<file path="config.mk">
export PLATFORM = sky130hd
export DESIGN_NAME = pica_ctrl
export DESIGN_NICKNAME = d
export VERILOG_FILES = /design/src/hw/rtl/pica_pkg.sv /design/src/hw/rtl/pica_ctrl.sv
export SDC_FILE = /design/constraint.sdc
export NUM_CORES = 1
export LEC_CHECK = 0
export ABC_AREA = 1
export BUFFER_PORTS_ARGS = -buffer_cell sky130_fd_sc_hd__buf_2
export CAP_MARGIN = 20
export CORE_AREA = 10 10 47 49
export DETAILED_ROUTE_END_ITERATION = 8
export DIE_AREA = 0 0 57 59
export PLACE_DENSITY = 0.71
export SETUP_SLACK_MARGIN = 0.02
export SLEW_MARGIN = 0
export SYNTH_ARGS = -nofsm -noshare
export SYNTH_HDL_FRONTEND = slang
export SYNTH_SLANG_ARGS = --single-unit
</file>
<file path="constraint.sdc">
create_clock -name clock -period 1.6 [get_ports clock]
set_input_delay 0.16 -clock clock [delete_from_list [all_inputs] [get_ports clock]]
set_output_delay 0.16 -clock clock [all_outputs]
set_load 0.03 [all_outputs]
</file>
<file path="src/hw/rtl/pica_pkg.sv">
// Shared types, constants and saturation helpers for the PI heater controller.
// No dependencies; used by pica_ctrl, pica_dpath and pi_controller_antiwindup.
package pica_pkg;

   localparam int unsigned CSR_IDX_W = 3;
   localparam logic [CSR_IDX_W-1:0] REG_SETPOINT = 3'd0;
   localparam logic [CSR_IDX_W-1:0] REG_P_GAIN   = 3'd1;
   localparam logic [CSR_IDX_W-1:0] REG_I_GAIN   = 3'd2;
   localparam logic [CSR_IDX_W-1:0] REG_MAX_PWM  = 3'd3;
   localparam logic [CSR_IDX_W-1:0] REG_RATE_TC  = 3'd4;

   localparam logic [15:0] MAX_PWM_RST = 16'hFFFF;
   localparam logic [15:0] RATE_TC_RST = 16'd4096;

   localparam int unsigned NUM_W     = 42;
   localparam int unsigned DIV_STEPS = 21;
   localparam int unsigned CNT_W     = 5;

   localparam logic signed [18:0] FAN_BIAS = 19'sd13107;

   typedef struct packed {
      logic [15:0] setpoint;
      logic [15:0] p_gain;
      logic [15:0] i_gain;
      logic [15:0] max_pwm;
      logic [15:0] rate_tc;
   } cfg_type;

   typedef struct packed {
      logic load;
      logic mul1;
      logic mul2;
      logic pi1;
      logic pi2;
      logic div_step;
      logic fin;
      logic out_load;
   } cmd_type;

   typedef enum logic [2:0] {
      ST_IDLE,
      ST_MUL1,
      ST_MUL2,
      ST_PI1,
      ST_PI2,
      ST_DIV,
      ST_FIN,
      ST_OUT
   } state_type;

   function automatic logic signed [31:0] sat32(input logic signed [39:0] v);
      logic signed [31:0] r;
      if (v > 40'sd2147483647) begin
         r = 32'sh7FFFFFFF;
      end else if (v < -40'sd2147483648) begin
         r = 32'sh80000000;
      end else begin
         r = v[31:0];
      end
      return r;
   endfunction

   function automatic logic signed [23:0] sat24(input logic signed [43:0] v);
      logic signed [23:0] r;
      if (v > 44'sd8388607) begin
         r = 24'sh7FFFFF;
      end else if (v < -44'sd8388608) begin
         r = 24'sh800000;
      end else begin
         r = v[23:0];
      end
      return r;
   endfunction

endpackage

</file>
<file path="src/hw/rtl/pica_ctrl.sv">
// Sequencer for the PI heater controller: steps the datapath through one sample.
// Depends on pica_pkg (state_type, cmd_type, step count).
module pica_ctrl (
   input  logic              clock,
   input  logic              reset,
   input  logic              req_tvalid,
   output logic              req_tready,
   output logic              rsp_tvalid,
   input  logic              rsp_tready,
   output pica_pkg::cmd_type cmd
);

   pica_pkg::state_type state_ff, state_in;
   logic [pica_pkg::CNT_W-1:0] cnt_ff, cnt_in;
   logic rsp_valid_ff, rsp_valid_in;

   always_ff @(posedge clock) begin
      if (reset) begin
         state_ff     <= pica_pkg::ST_IDLE;
         cnt_ff       <= '0;
         rsp_valid_ff <= 1'b0;
      end else begin
         state_ff     <= state_in;
         cnt_ff       <= cnt_in;
         rsp_valid_ff <= rsp_valid_in;
      end
   end

   always_comb begin
      state_in   = state_ff;
      cnt_in     = cnt_ff;
      cmd        = '0;
      req_tready = 1'b0;
      unique case (state_ff)
         pica_pkg::ST_IDLE: begin
            req_tready = 1'b1;
            if (req_tvalid) begin
               cmd.load = 1'b1;
               state_in = pica_pkg::ST_MUL1;
            end
         end
         pica_pkg::ST_MUL1: begin
            cmd.mul1 = 1'b1;
            state_in = pica_pkg::ST_MUL2;
         end
         pica_pkg::ST_MUL2: begin
            cmd.mul2 = 1'b1;
            cnt_in   = '0;
            state_in = pica_pkg::ST_PI1;
         end
         pica_pkg::ST_PI1: begin
            cmd.pi1  = 1'b1;
            state_in = pica_pkg::ST_PI2;
         end
         pica_pkg::ST_PI2: begin
            cmd.pi2  = 1'b1;
            state_in = pica_pkg::ST_DIV;
         end
         pica_pkg::ST_DIV: begin
            cmd.div_step = 1'b1;
            cnt_in       = cnt_ff + 1'b1;
            if (cnt_ff == pica_pkg::CNT_W'(pica_pkg::DIV_STEPS - 1)) begin
               state_in = pica_pkg::ST_FIN;
            end
         end
         pica_pkg::ST_FIN: begin
            cmd.fin  = 1'b1;
            state_in = pica_pkg::ST_OUT;
         end
         pica_pkg::ST_OUT: begin
            if (!rsp_valid_ff || rsp_tready) begin
               cmd.out_load = 1'b1;
               state_in     = pica_pkg::ST_IDLE;
            end
         end
         default: begin
            state_in = pica_pkg::ST_IDLE;
         end
      endcase
   end

   always_comb begin
      priority if (cmd.out_load) begin
         rsp_valid_in = 1'b1;
      end else if (rsp_tready) begin
         rsp_valid_in = 1'b0;
      end else begin
         rsp_valid_in = rsp_valid_ff;
      end
   end

   assign rsp_tvalid = rsp_valid_ff;

endmodule

</file>
Yosys cells after proc, flatten, opt, wreduce, memory -nomap -nowiden
Cells that the tools add are included.
{ "op_classes": {"add_sub_neg": 1, "multipliers": 0, "div_mod_pow": 0, "n_lt_le_gt_ge": 0, "n_eq_ne": 11, "shifts": 0, "muxes": 18, "n_bitwise": 0, "reduce_logical": 6} }
{ "op_table": {"columns": ["op", "count"], "rows": [
  ["3-bit one-hot mux with 8 select lines", 1],
  ["1-bit two-way mux", 13],
  ["3-bit equality test, second input constant", 4],
  ["5-bit one-hot mux with 2 select lines", 1],
  ["3-bit two-way mux", 3],
  ["3-bit by 2-bit equality test with 1-bit output, second input constant", 2],
  ["2-bit inequality test, second input constant", 3],
  ["5-bit by 1-bit adder with 5-bit output, second input constant", 1],
  ["5-bit equality test, second input constant", 1],
  ["2-bit nonzero test", 2],
  ["3-bit by 1-bit equality test with 1-bit output, second input constant", 1],
  ["3-bit zero test", 1],
  ["3-bit AND reduction", 1],
  ["1-bit zero test", 1],
  ["1-bit logical OR", 1]
]} }
{ "word_totals": {"reg_bits": 9, "latch_bits": 0, "ram_bits": 0, "rom_bits": 0, "in_bits": 4, "output_inout_bits": 10, "elab_cells": 39, "n_memories": 0} }

Longest topological paths before layout
Gate-level depths: netlist of the first run.
{ "depth": {"depth_word": 5, "depth_mapped": 10, "mapped_depth_nobuf": 10} }

Worst setup path before layout of the first run
OpenSTA, ideal clock, no wires.
{ "synth_path": {"path_type": "register -> register", "start": "register state_ff[0]", "end": "register cnt_ff[3] (netlist bit)", "setup_time_ns": 0.119, "t_arrival_ns": 1.461, "t_required_ns": 1.481, "slack_ns": 0.020, "path_stages_with_launch": 8, "n_path_buf": 0, "period_less_slack_ns": 1.580, "cell_sequence": "dfxtp_1 -> inv_1 -> ha_1 -> inv_1 -> nor2_1 -> inv_1 -> a21oi_1 -> nor3_1"} }
{ "synth_via": {"elab_chain_len": 2, "elab_cells_between_ends": 4, "classes_between": "2 x eq/ne; 1 x mux; 1 x reduce/logical"} }
{ "synth_lines": {"columns": ["element", "line", "rtl"], "rows": [
  ["start: declaration", "pica_ctrl.sv:13", "pica_pkg::state_type state_ff, state_in;"],
  ["start signal: assignment", "pica_ctrl.sv:19", "state_ff <= pica_pkg::ST_IDLE;"],
  ["start signal: assignment", "pica_ctrl.sv:23", "state_ff <= state_in;"],
  ["3-bit equality test or 3-bit by 2-bit equality test with 1-bit output (tied branches)", "pica_ctrl.sv:34", "unique case (state_ff)"],
  ["5-bit one-hot mux with 2 select lines or 2-bit nonzero test (tied branches)", null, null],
  ["end signal: assignment", "pica_ctrl.sv:24", "cnt_ff <= cnt_in;"],
  ["end: declaration", "pica_ctrl.sv:14", "logic [pica_pkg::CNT_W-1:0] cnt_ff, cnt_in;"]
]} }
Several ways; a longest one is shown, not always the timed one.
A chain may end at the register's enable or synchronous reset.

==> impl_summary.txt, run 1 <==
----------------------------------------------------
[Floorplanning]
  Initial cell density of the core ... 44.8%
  Number of standard-cell rows in the floorplan ... 14
  Number of top-level design ports ... 14
  Chip width ... between 50 and 60 µm
  Core area ... 1400 µm²
  Die footprint ... between 3000 and 4000 µm²
  Height of the die ... 59 µm

[Logic synthesis]
  Share of flip-flops with an asynchronous set or reset after synthesis ... 0%
  Cell taking the most area after synthesis ... sky130_fd_sc_hd__dfxtp_1
  Dominant register cell in the synthesized netlist ... sky130_fd_sc_hd__dfxtp_1
  Top post-synthesis cells by count ... 25 x sky130_fd_sc_hd__nand2_1, 19 x sky130_fd_sc_hd__inv_1, 14 x sky130_fd_sc_hd__nor2_1
  Yosys top cell area share ... 28.7%
  Sequential element share of the synthesized area ... 28.7%
  Main area contributors after synthesis ... sky130_fd_sc_hd__dfxtp_1 29%, sky130_fd_sc_hd__nand2_1 15%, sky130_fd_sc_hd__ha_1 12%, sky130_fd_sc_hd__inv_1 11%, sky130_fd_sc_hd__nor2_1 8.4%
  Count of mapped cells out of synthesis ... between 90 and 100
  Top-count cell post-synth ... sky130_fd_sc_hd__nand2_1
  Mean cell area of the mapped netlist ... 6.34 µm²
  Seq cells post-synth ... 9
  Synthesis warning total ... 0
  Netlist cell types ... 17
  Cell area after synthesis ... about 630 µm²
  Syn nets ... ~110
  Post-synth EDFFs ... 0

[Final layout]
  Final standard cell area without fillers ... ~750 µm²
  Share of layout cells above drive strength 1 ... between 20% and 30%
  Layout-stage area growth over the synthesis result ... 18.7%
  Antenna diode count ... 0
  Nets ... about 130
  End-of-flow core utilization ... roughly 53%

[Drt]
  Initial DRT Pass Iterations ... 4
  Detailed-route via count ... 602
  DRC viols ... 0
  Detail Route Antenna Nets ... 0
  Post-DR vias/cell ... between 4 and 5
  Post-DR wirelength/cell ... 9.92 µm
  Routed length on met1 ... 560 µm
  Number of design-rule violations left by the first detailed-router iteration ... 14
  Routed met3 length ... 73 µm
  Total Wirelength ... 1300 µm
  Routed met2 length ... between 600 and 700 µm
  Uppermost metal layer occupied by signal nets ... met4

[Setup path]
  Cell count of the worst reg-to-reg path ... 8
  Capturing element type of the critical path ... primary output
  Largest driver fanout on the critical path ... 9
  Start-to-end type of the worst setup path ... register to primary output
  Arrival time of the worst setup path ... 1310 ps
  Data required time at the worst endpoint ... between 1000 and 1500 ps
  Startpoint types ... register
  Internal reg-to-reg setup slack ... 260 ps
  Crit Reg-Reg Endpoint ... state_ff[2]
  Launching point of the worst reg2reg path ... state_ff[1]

[CTS]
  Count of buffers added by post-CTS timing repair for setup ... 0
  Clock buffer count from CTS ... 3
  Clock-pin slew on the worst setup and hold paths ... roughly 60 ps
  CTS sink count ... 9
  TritonCTS clock tree ... yes
  Maximum buffer depth of the clock tree ... 2
  Number of levels the H-tree was split into ... 1
  Root buffer selected by CTS ... sky130_fd_sc_hd__clkbuf_4
  Clock network latency to the later pin of the worst-skew pair ... 260 ps

[Hold path]
  Hold Crit Depth ... 2
  Min-delay src ... reset
  HP Class ... input pin to register
  End point of the most critical hold path ... state_ff[2]

[Global route]
  Antenna violations before repair ... 0
  GRT Util Overall ... 8.32%
  Wire length of the first global-routing pass ... 2330 µm
  Global-route congestion overflow total ... 0
  Pin count of the biggest net entering global routing ... 10
  Vias in the first global route ... 580

[Timing]
  Portion of the clock cycle consumed by the worst path in the final layout ... approximately 92%
  Hold_ws ... about 150 ps
  PnR worst setup slack ... 127 ps
  Slew HR ... 81.2%
  Setup repair after global routing missed its margin ... no
  Number of hold-slack violations in the final timing report ... 0
  Actual slew at the worst max-slew pin ... about 280 ps
  Final setup skew ... roughly 0.30 ps
  Fmax ... 0.679 GHz
  Setup Total Neg Slack ... 0 ps
  Final Setup Violations ... 0
  Clock period minus final worst setup slack ... 1470 ps
  Pins over their slew limit ... 0

[Place]
  Placed wire-length estimate after detailed placement ... 1130 µm
  Final weighted congestion in routability-driven placement ... 0.797
  Cell Area, Placed ... 708 µm²
  Pre-CTS setup slack ... between 150 and 200 ps
  Port bufs ... 13

[Run]
  Max-capacitance violation count ... 0

[Power and ir drop]
  Power per Cell Area ... 1400 nW/µm²
  VDD IR-drop max ... approximately 0.00052 V
  Leakage power ... 0.441 nW

[Outcome]
  Outcome ... completed

----------------------------------------------------
routing by layer:
metal  global-route usage (%)  vias to the layer above
li1                         -                      332
met1                     8.48                      254
met2                     14.4                       13
met3                     3.00                        3
met4                     4.70                        0
met5                        0                        -
sequential cells by signal, indices dropped and copies added, names as in the netlist:
signal,cells
cnt_ff,5
rsp_tvalid,1
state_ff,3
final cells by class:
type                            count  area [µm²]
Fill cell                         145         656
Multi-Input combinational cell     68         369
Sequential cell                     9         181
Inverter                           21        81.3
Timing Repair Buffer               13        67.6
Clock buffer                        4        26.3
Tap cell                           16        20.0
where the power goes:
group | internal (mW) | switching (mW)
combinational | 0.186 | 0.389
clock | 0.0961 | 0.0798
sequential | 0.257 | 0.0359
layout by cell type (no fill, tap or decap), drive strengths merged, types with 2 or more instances in the layout:
cell	n
a21oi	7
clkbuf	5
o21ai	2
nor2	17
buf	12
nand3	6
ha	6
nor3	2
nand2	27
dfxtp	9
inv	21
repair_timing:
action | in CTS | in global routing
gates resized for setup | 0 | 4
endpoints found under the setup margin | 0 | 2
hold buffers | 0 | 0
per-stage QoR:
step / cells / total power, mW
2_1_floorplan: 99 / 0.723
3_3_place_gp: 127 / 0.851
5_1_grt: 131 / 1.14
4_1_cts: 131 / 1.04
6_report: 131 / 1.04
3_5_place_dp: 127 / 0.859
worst max-delay path: stages, from the launching register on:
cell	delay [ps]
sky130_fd_sc_hd__dfxtp_2	340
sky130_fd_sc_hd__inv_1	70
sky130_fd_sc_hd__ha_1	210
sky130_fd_sc_hd__nand2_4	110
sky130_fd_sc_hd__inv_4	110
sky130_fd_sc_hd__buf_2	200
cells by family after synthesis:
kind of cell	count (synthesis)	synth area share, %
AOI/OAI and AO/OA	10	8.96
adders and majority gates	6	12.0
buffers and inverters	22	14.1
DFF	9	28.7
and+or+nand+nor	52	36.3
how the worst max path moves through the flow:
| stage | startpoint | to | slack, ps | depth (start not counted) |
|---|---|---|---|---|
| 2_1_floorplan | state_ff[0] | cnt_ff[3] | 220 | 7 |
| 6_report | state_ff[1] | cmd[2] | 130 | 5 |
| 3_3_place_gp | state_ff[1] | state_ff[2] | 180 | 8 |
| 5_1_grt | state_ff[0] | cmd[5] | 30 | 5 |
| 4_1_cts | state_ff[1] | cmd[2] | 40 | 5 |
| 3_5_place_dp | state_ff[1] | state_ff[2] | 160 | 8 |
(Power assumes the default switching activity.)
==> inputs of run 2 (changes only) <==
Clock period 1.6 ns to 1.8 ns, I/O delays scaled along.
==> run 2 against run 1 <==
Against the previous run:
- via count rose by 1.0%
- sequential share of layout area up 0.29 points
- first-iteration DRC count fell by 57%
- hold slack gained 15 ps
- total power fell by 13%
- utilization is 0.98 points lower
- cell count unchanged
- clock skew increased by 1.9 ps
- sequential power is 13% lower
- flip-flop and latch count unchanged
- cell area fell by 1.8%
- critical endpoint unchanged
==> impl_summary.txt, run 2 (synthesis results as in run 1) <==
----------------------------------------------------
[Setup path]
  Arrival time of the worst setup path ... 1380 ps (+70 ps)
  Startpoint types ... register
  Cell count of the worst reg-to-reg path ... 8 (unchanged)
  Crit Reg-Reg Endpoint ... state_ff[2]
  Data required time at the worst endpoint ... 1620 ps (+180 ps)
  Start-to-end type of the worst setup path ... register to primary output
  Largest driver fanout on the critical path ... 9 (unchanged)
  Capturing element type of the critical path ... primary output
  Internal reg-to-reg setup slack ... 380 ps (+120 ps)
  Launching point of the worst reg2reg path ... state_ff[1]

[Timing]
  Pins over their slew limit ... 0 (unchanged)
  Fmax ... 0.642 GHz
  Portion of the clock cycle consumed by the worst path in the final layout ... between 80% and 90%
  Hold_ws ... 163 ps (+15.4 ps)
  Slew HR ... 83.4% (+2.2 points)
  Setup Total Neg Slack ... 0 ps (unchanged)
  Final Setup Violations ... 0 (unchanged)
  Setup repair after global routing missed its margin ... no
  Number of hold-slack violations in the final timing report ... 0 (unchanged)
  Final setup skew ... 2.24 ps (+1.95 ps)
  Clock period minus final worst setup slack ... ~1600 ps
  Actual slew at the worst max-slew pin ... 249 ps (-32.3 ps)
  PnR worst setup slack ... 241 ps (+114 ps)

[Power and ir drop]
  Leakage power ... 0.431 nW (-2.4%)
  Overall Power ... 903 µW (-13%)
  VDD IR-drop max ... 0.000566 V (+9.6%)
  Power per Cell Area ... 1230 nW/µm² (-12%)

[Final layout]
  Commonest cells after routing, fill and taps aside ... 25 x sky130_fd_sc_hd__nand2_1, 19 x sky130_fd_sc_hd__inv_1, 14 x sky130_fd_sc_hd__nor2_1, 13 x sky130_fd_sc_hd__buf_2, 9 x sky130_fd_sc_hd__dfxtp_1
  Share of layout cells above drive strength 1 ... 22.6% (-2.6 points)
  Layout-stage area growth over the synthesis result ... 16.5%
  Number of flip-flops under the largest register name ... 5 (unchanged)
  Filler-free cell count of the finished design ... 131 (unchanged)
  Leading cell type in the layout, fill and taps excluded ... sky130_fd_sc_hd__nand2_1
  Largest register by flop count ... cnt_ff
  Total of fill cells in the finished design ... 154 (+6.2%)
  Nets ... 126 (unchanged)
  Antenna diode count ... 0 (unchanged)

[Hold path]
  HP Class ... input pin to register
  End point of the most critical hold path ... state_ff[2]
  Min-delay src ... reset
  Hold Crit Depth ... 2 (unchanged)

[Floorplanning]
  Die footprint ... 3360 µm² (unchanged)
  Height of the die ... 59 µm (unchanged)
  Number of top-level design ports ... 14 (unchanged)
  Number of standard-cell rows in the floorplan ... 14 (unchanged)
  Initial cell density of the core ... 44.8% (unchanged)
  Core area ... 1400 µm² (unchanged)
  Chip width ... 57 µm (unchanged)

[Global route]
  Vias in the first global route ... 565 (-2.6%)
  Global-route congestion overflow total ... 0 (unchanged)
  Wire length of the first global-routing pass ... 2360 µm (+1.2%)
  GRT Util Overall ... 8.36% (+0.040 points)
  Met2 layer usage reported by global route ... 12.4% (-2.0 points)
  GR Util met1 ... 9.81% (+1.3 points)
  Antenna violations before repair ... 0 (unchanged)
  Routing usage on met3 ... 3.00% (unchanged)
  Busiest metal layer after global routing ... met2
  Pin count of the biggest net entering global routing ... 10 (unchanged)

[Place]
  Dpl cells ... 127 (unchanged)
  Port bufs ... 13 (unchanged)
  Placed wire-length estimate after detailed placement ... 1060 µm (-6.8%)
  Pre-CTS setup slack ... 382 ps (+220 ps)
  Final weighted congestion in routability-driven placement ... 0.794 (-0.34%)

[Drt]
  Post-DR vias/cell ... 4.64 (+1.0%)
  Initial DRT Pass Iterations ... 4 (unchanged)
  Post-DR wirelength/cell ... 9.76 µm (-1.5%)
  Detailed-route via count ... 608 (+1.0%)
  Number of design-rule violations left by the first detailed-router iteration ... 6 (-8)
  DRC viols ... 0 (unchanged)
  Detail Route Antenna Nets ... 0 (unchanged)
  Total Wirelength ... 1280 µm (-1.5%)

[CTS]
  CTS Hold Buffers Added ... 0 (unchanged)
  Number of levels the H-tree was split into ... 1 (unchanged)
  Clock network latency to the later pin of the worst-skew pair ... 260 ps (about the same)
  Clock buffer count from CTS ... 3 (unchanged)
  Clock-pin slew on the worst setup and hold paths ... 60 ps (about the same)
  Resized cells post-CTS ... 0 (unchanged)
  Count of buffers added by post-CTS timing repair for setup ... 0 (unchanged)
  Maximum buffer depth of the clock tree ... 2 (unchanged)
  TritonCTS clock tree ... yes
  Root buffer selected by CTS ... sky130_fd_sc_hd__clkbuf_4
  CTS sink count ... 9 (unchanged)

[Outcome]
  Outcome ... completed

[Run]
  Max-capacitance violation count ... 0 (unchanged)

----------------------------------------------------
[run 2: cell types whose count changed in the layout (fill, tap and decap cells not counted), sizes merged]
cell and delta:
buf +1, clkbuf -1
[run 2: final cells by class]
class	count	area (µm²)	area share, %
clock buffer	4	26.3	3.59
inverter	21	81.3	11.1
multi-input combinational	68	359	49.1
sequential	9	180	24.6
tap	16	20.0	2.74
timing repair buffer	13	65.1	8.89
[run 2: routing by layer]
layer / routed length [µm] / vias to the layer above
met4: 35 / 0
li1: - / 334
met3: 96 / 5
met5: 0 / -
met1: 595 / 252
met2: 552 / 17
[run 2: how the worst max path moves through the flow]
stage	startpoint	endpoint	slack, ps	cells after the start
finish	state_ff[1]	cmd[2]	240	5
global route	state_ff[0]	cmd[5]	120	5
CTS	state_ff[1]	cmd[2]	230	5
detailed placement	state_ff[1]	state_ff[2]	380	8
global placement	state_ff[1]	state_ff[2]	380	8
floorplan	state_ff[0]	cnt_ff[3]	220	7
[run 2: report_power, final]
group	internal [mW]	leakage (nW)	switching, mW
Sequential	0.226	0.0731	0.0285
Clock	0.0855	0.0150	0.0722
Combinational	0.155	0.343	0.335
[run 2: critical path, cell delays in order (launching register included)]
cell and delay (ps):
sky130_fd_sc_hd__dfxtp_1 370, sky130_fd_sc_hd__inv_1 80, sky130_fd_sc_hd__ha_1 210, sky130_fd_sc_hd__nand2_2 190, sky130_fd_sc_hd__inv_4 80, sky130_fd_sc_hd__buf_2 180
[run 2: stage by stage]
step,area (µm²),util [%]
final,732,52.2
after global routing,732,52.2
after CTS,732,52.2
after detailed placement,706,50.4
after global placement,706,50.4
after floorplan,628,-
